==> config.mk <==
export PLATFORM = sky130hd
export DESIGN_NAME = bfha_cell
export DESIGN_NICKNAME = d
export VERILOG_FILES = /design/src/bfha_pkg.sv /design/src/bfha_cell.sv
export SDC_FILE = /design/constraint.sdc
export NUM_CORES = 1
export LEC_CHECK = 0
export ABC_AREA = 1
export BUFFER_PORTS_ARGS = -buffer_cell sky130_fd_sc_hd__buf_2
export CORE_MARGIN = 2
export CORE_UTILIZATION = 43
export CTS_CLUSTER_SIZE = 16
export DETAILED_ROUTE_END_ITERATION = 12
export GPL_TIMING_DRIVEN = 0
export HOLD_SLACK_MARGIN = 0.1
export PLACE_DENSITY = 0.89
export SLEW_MARGIN = 20
export SYNTH_ARGS = -nofsm -noshare
export SYNTH_HDL_FRONTEND = slang
export SYNTH_SLANG_ARGS = --single-unit
export TNS_END_PERCENT = 10
==> constraint.sdc <==
create_clock -name clk_i -period 4.2 [get_ports clk_i]
set_clock_uncertainty 0.15 [all_clocks]
set_input_delay 0.42 -clock clk_i [delete_from_list [all_inputs] [get_ports clk_i]]
set_output_delay 0.42 -clock clk_i [all_outputs]
set_load 0.01 [all_outputs]
==> src/bfha_pkg.sv <==
package bfha_pkg;

  // Widths fixed by the request and result fields
  localparam int FIELD_W  = 20;
  localparam int HDR_W    = 7;

  // Register reset values
  localparam logic [FIELD_W-1:0] CAP_RST = 20'd65536;
  localparam logic [HDR_W-1:0]   HDR_RST = 7'd32;

  // Register indexes on the configuration port
  localparam logic CFG_CAPACITY = 1'b0;
  localparam logic CFG_HEADER   = 1'b1;

  typedef enum logic {
    CMD_ALLOC = 1'b0,
    CMD_FREE  = 1'b1
  } cmd_e;

  typedef enum logic [1:0] {
    ST_OK   = 2'd0,
    ST_NULL = 2'd1,
    ST_OOM  = 2'd2,
    ST_BAD  = 2'd3
  } status_e;

  // What every cell of the chunk table does in one cycle
  typedef enum logic [2:0] {
    OP_NOP,
    OP_ROT,
    OP_WRITE,
    OP_INSERT,
    OP_DELETE
  } cell_op_e;

  typedef enum logic [2:0] {
    S_IDLE,
    S_SCAN,
    S_DECIDE,
    S_EXEC,
    S_FINISH
  } state_e;

  typedef struct packed {
    cmd_e               cmd;
    logic [FIELD_W-1:0] req_size;
    logic [FIELD_W-1:0] free_addr;
  } req_t;

  typedef struct packed {
    status_e            status;
    logic [FIELD_W-1:0] addr;
  } rsp_t;

endpackage

==> src/bfha_cell.sv <==
module bfha_cell #(
  parameter int AW  = 20,
  parameter int IW  = 6,
  parameter int IDX = 0
) (
  input  logic                 clk_i,
  input  bfha_pkg::cell_op_e   op_i,
  input  logic [IW-1:0]        pos_i,
  input  logic [AW-1:0]        wr_off_i,
  input  logic [AW-1:0]        wr_bytes_i,
  input  logic                 wr_free_i,
  input  logic [AW-1:0]        lft_off_i,
  input  logic [AW-1:0]        lft_bytes_i,
  input  logic                 lft_free_i,
  input  logic [AW-1:0]        rgt_off_i,
  input  logic [AW-1:0]        rgt_bytes_i,
  input  logic                 rgt_free_i,
  output logic [AW-1:0]        off_o,
  output logic [AW-1:0]        bytes_o,
  output logic                 free_o
);

  localparam logic [IW-1:0] MyIdx = IW'(IDX);

  logic [AW-1:0] off_q, off_d;
  logic [AW-1:0] bytes_q, bytes_d;
  logic          free_q, free_d;

  always_comb begin
    off_d   = off_q;
    bytes_d = bytes_q;
    free_d  = free_q;
    case (op_i)
      bfha_pkg::OP_ROT: begin
        off_d   = rgt_off_i;
        bytes_d = rgt_bytes_i;
        free_d  = rgt_free_i;
      end
      bfha_pkg::OP_WRITE: begin
        if (MyIdx == pos_i) begin
          off_d   = wr_off_i;
          bytes_d = wr_bytes_i;
          free_d  = wr_free_i;
        end
      end
      bfha_pkg::OP_INSERT: begin
        // open a gap at pos: move up from the left neighbour
        if (MyIdx > pos_i) begin
          off_d   = lft_off_i;
          bytes_d = lft_bytes_i;
          free_d  = lft_free_i;
        end else if (MyIdx == pos_i) begin
          off_d   = wr_off_i;
          bytes_d = wr_bytes_i;
          free_d  = wr_free_i;
        end
      end
      bfha_pkg::OP_DELETE: begin
        // close the gap at pos: pull down from the right neighbour
        if (MyIdx >= pos_i) begin
          off_d   = rgt_off_i;
          bytes_d = rgt_bytes_i;
          free_d  = rgt_free_i;
        end
      end
      default: ;
    endcase
  end

  always_ff @(posedge clk_i) begin
    off_q   <= off_d;
    bytes_q <= bytes_d;
    free_q  <= free_d;
  end

  assign off_o   = off_q;
  assign bytes_o = bytes_q;
  assign free_o  = free_q;

endmodule
==> impl_metrics.yaml <==
logic_synthesis:
  synth_xor_xnor_area_share: 0
  synth_nets: 496
  synthMuxAreaShare: 0
  syn_area_per_cell_um2: 7.31
  synth_area_um2: 2650
  synthAdderAreaFrac: 0
  synth_cells: 363
  synth_compound_area_frac: 0.00283
  ys.warnings.count: 0
  ys_ff_latch: 41
  synth-seq-area-share: 0.464
  yosys.area_share.simple: 0.371
  synth_cell_types: 13
  synth_top_family_by_area: "simple AND/OR/NAND/NOR gates"
power_and_ir_drop:
  power.density_nw_per_um2: 271
  max-vdd-ir-drop_uv: 163
  p_leak_nw: 2.06
setup_path:
  cp.required_ps: 4050
  path_class: "input port to flip-flop"
  r2r_start: "off_o[7]"
  cp-start-kind: "input port"
  cp_max_fo: 15
  startpoint: "pos_i[5]"
  crit_path_end_kind: "flip-flop"
  cp_data_arrival_time_ps: 1950
sta:
  slew_violations: 0
  final-setup-viol-count: 0
  final-hold-violation-count: 0
  fmax_mhz: 476
  whs_ps: 248
  period_needed_ps: 2100
  rsz0062_at_grt: "no"
  fin_crit_sh: 0.500
  fin_tns_setup_ps: 0
  tightest_slew_ps: 494
  max_slew_margin: 0.670
  setup_slack_ps: 2100
clock_tree:
  cts_buffers: 5
  cts_tree: "built"
  htreeDepth: 2
  ctsHoldBuffers: 0
  clkSlewWorstSetupHoldPaths_ps: 80
  clock_sinks: 41
  cts-root-buf: "clkbuf_8"
  post-cts-setup-buffers: 0
  ctsLongestPathBuffers: 2
  clock_latency_ps: 290
  post_cts_resize_count: 0
layout:
  layout_common_cells: "buf_2, nand2_1, inv_1"
  final_common_cell: "buf_2"
  nets: 637
  drive_above_1_share: 0.329
  n_antenna_cell: 0
  area_growth_pct: 33.9
floorplan:
  ios: 174
  initial_core_util: 0.446
  dieWidth_um: 82.6
  coreArea_um2: 5960
  rows: 28
  fp.dieArea_um2: 6820
  die_h_um: 82.6
global_routing:
  track_usage: 0.211
  grt_max_degree: 16
  grt_pass1_wl_um: 11200
  first_global_vias: 2537
  antenna_found_initial: 0
  grt-ovfl-total: 0
route:
  drc_errors: 0
  vias: 2802
  dr.first_iter.drc_count: 116
  wirelength_um: 7340
  viasPerCell: 4.83
  wire_per_inst_um: 12.7
  drt_pass1_iterations: 4
  ant_nets: 0
outcome:
  outcome: "finished clean"
placed_design:
  gp_congestion: 0.785
  place_hpwl_um: 5430
  io_buffers: 132
  place_ws_ps: 1760
worst_hold_path:
  hold_class: "input port to flip-flop"
  hp-start: "rgt_off_i[14]"
flow_run:
  drv_cap: 0
kinds of logic (layout without fill, tap and decap cells):
group,Yosys count,count (layout)
buf+inv,108,250
compound gates,1,1
simple gates,213,213
flops,41,41
power by group:
group,leakage [nW],internal (mW),total (mW),switching [mW]
Sequential,0.397,0.487,0.500,0.0131
Combinational,1.62,0.0930,0.215,0.122
Clock,0.0395,0.118,0.249,0.131
final timing paths:
check	to	slack, ps	cells after the start
setup reg to reg	off_o[7]	3130	4
hold / removal	off_o[14]	250	3
hold reg to reg	bytes_o[15]	500	4
setup / recovery	bytes_o[18]	2100	7
synthesized netlist by cell type:
master / instances / area (µm²)
clkbuf_1: 4 / 15.0
inv_2: 1 / 3.75
nor2_4: 3 / 33.8
nand2_1: 124 / 465
nand3_1: 41 / 205
nor2_2: 1 / 6.26
o21bai_1: 1 / 7.51
nand3_2: 1 / 10.0
nand4_1: 41 / 257
buf_2: 20 / 100
nor2_1: 2 / 7.51
edfxtp_1: 41 / 1230
inv_1: 83 / 312
layout make-up:
cell class,count,area [µm²]
clock buffer,8,80.1
sequential,41,1230
multi-input combinational,214,1000
timing repair buffer,134,716
inverter,84,315
fill,559,2400
buffer,24,115
tap,75,93.8
worst max-delay path, stage by stage:
cell and delay [ps]:
buf_2 110, nor2_4 200, nand3_2 170, buf_2 240, o21bai_4 430, buf_16 220, buf_16 160
layer usage:
layer  wire, µm  track usage  vias to the layer above
li1           -            -                     1430
met1       3010        0.254                     1248
met2       3810        0.385                      118
met3        468       0.0413                        6
met4         54       0.0541                        0
met5          0            0                        -
through the flow:
step / instance area (µm²) / power (mW) / util / std cells
after detailed placement: 3470 / 0.725 / 0.583 / 572
final: 3550 / 0.964 / 0.597 / 580
after CTS: 3550 / 0.974 / 0.597 / 580
after global placement: 3410 / 0.711 / 0.572 / 570
after floorplan: 2650 / 0.621 / - / 363
after global routing: 3550 / 1.02 / 0.597 / 580
registers in the layout, summed over array words and instances, names as in the netlist:
register / count
off_o: 20
free_o: 1
bytes_o: 20
(Power assumes the default switching activity.)
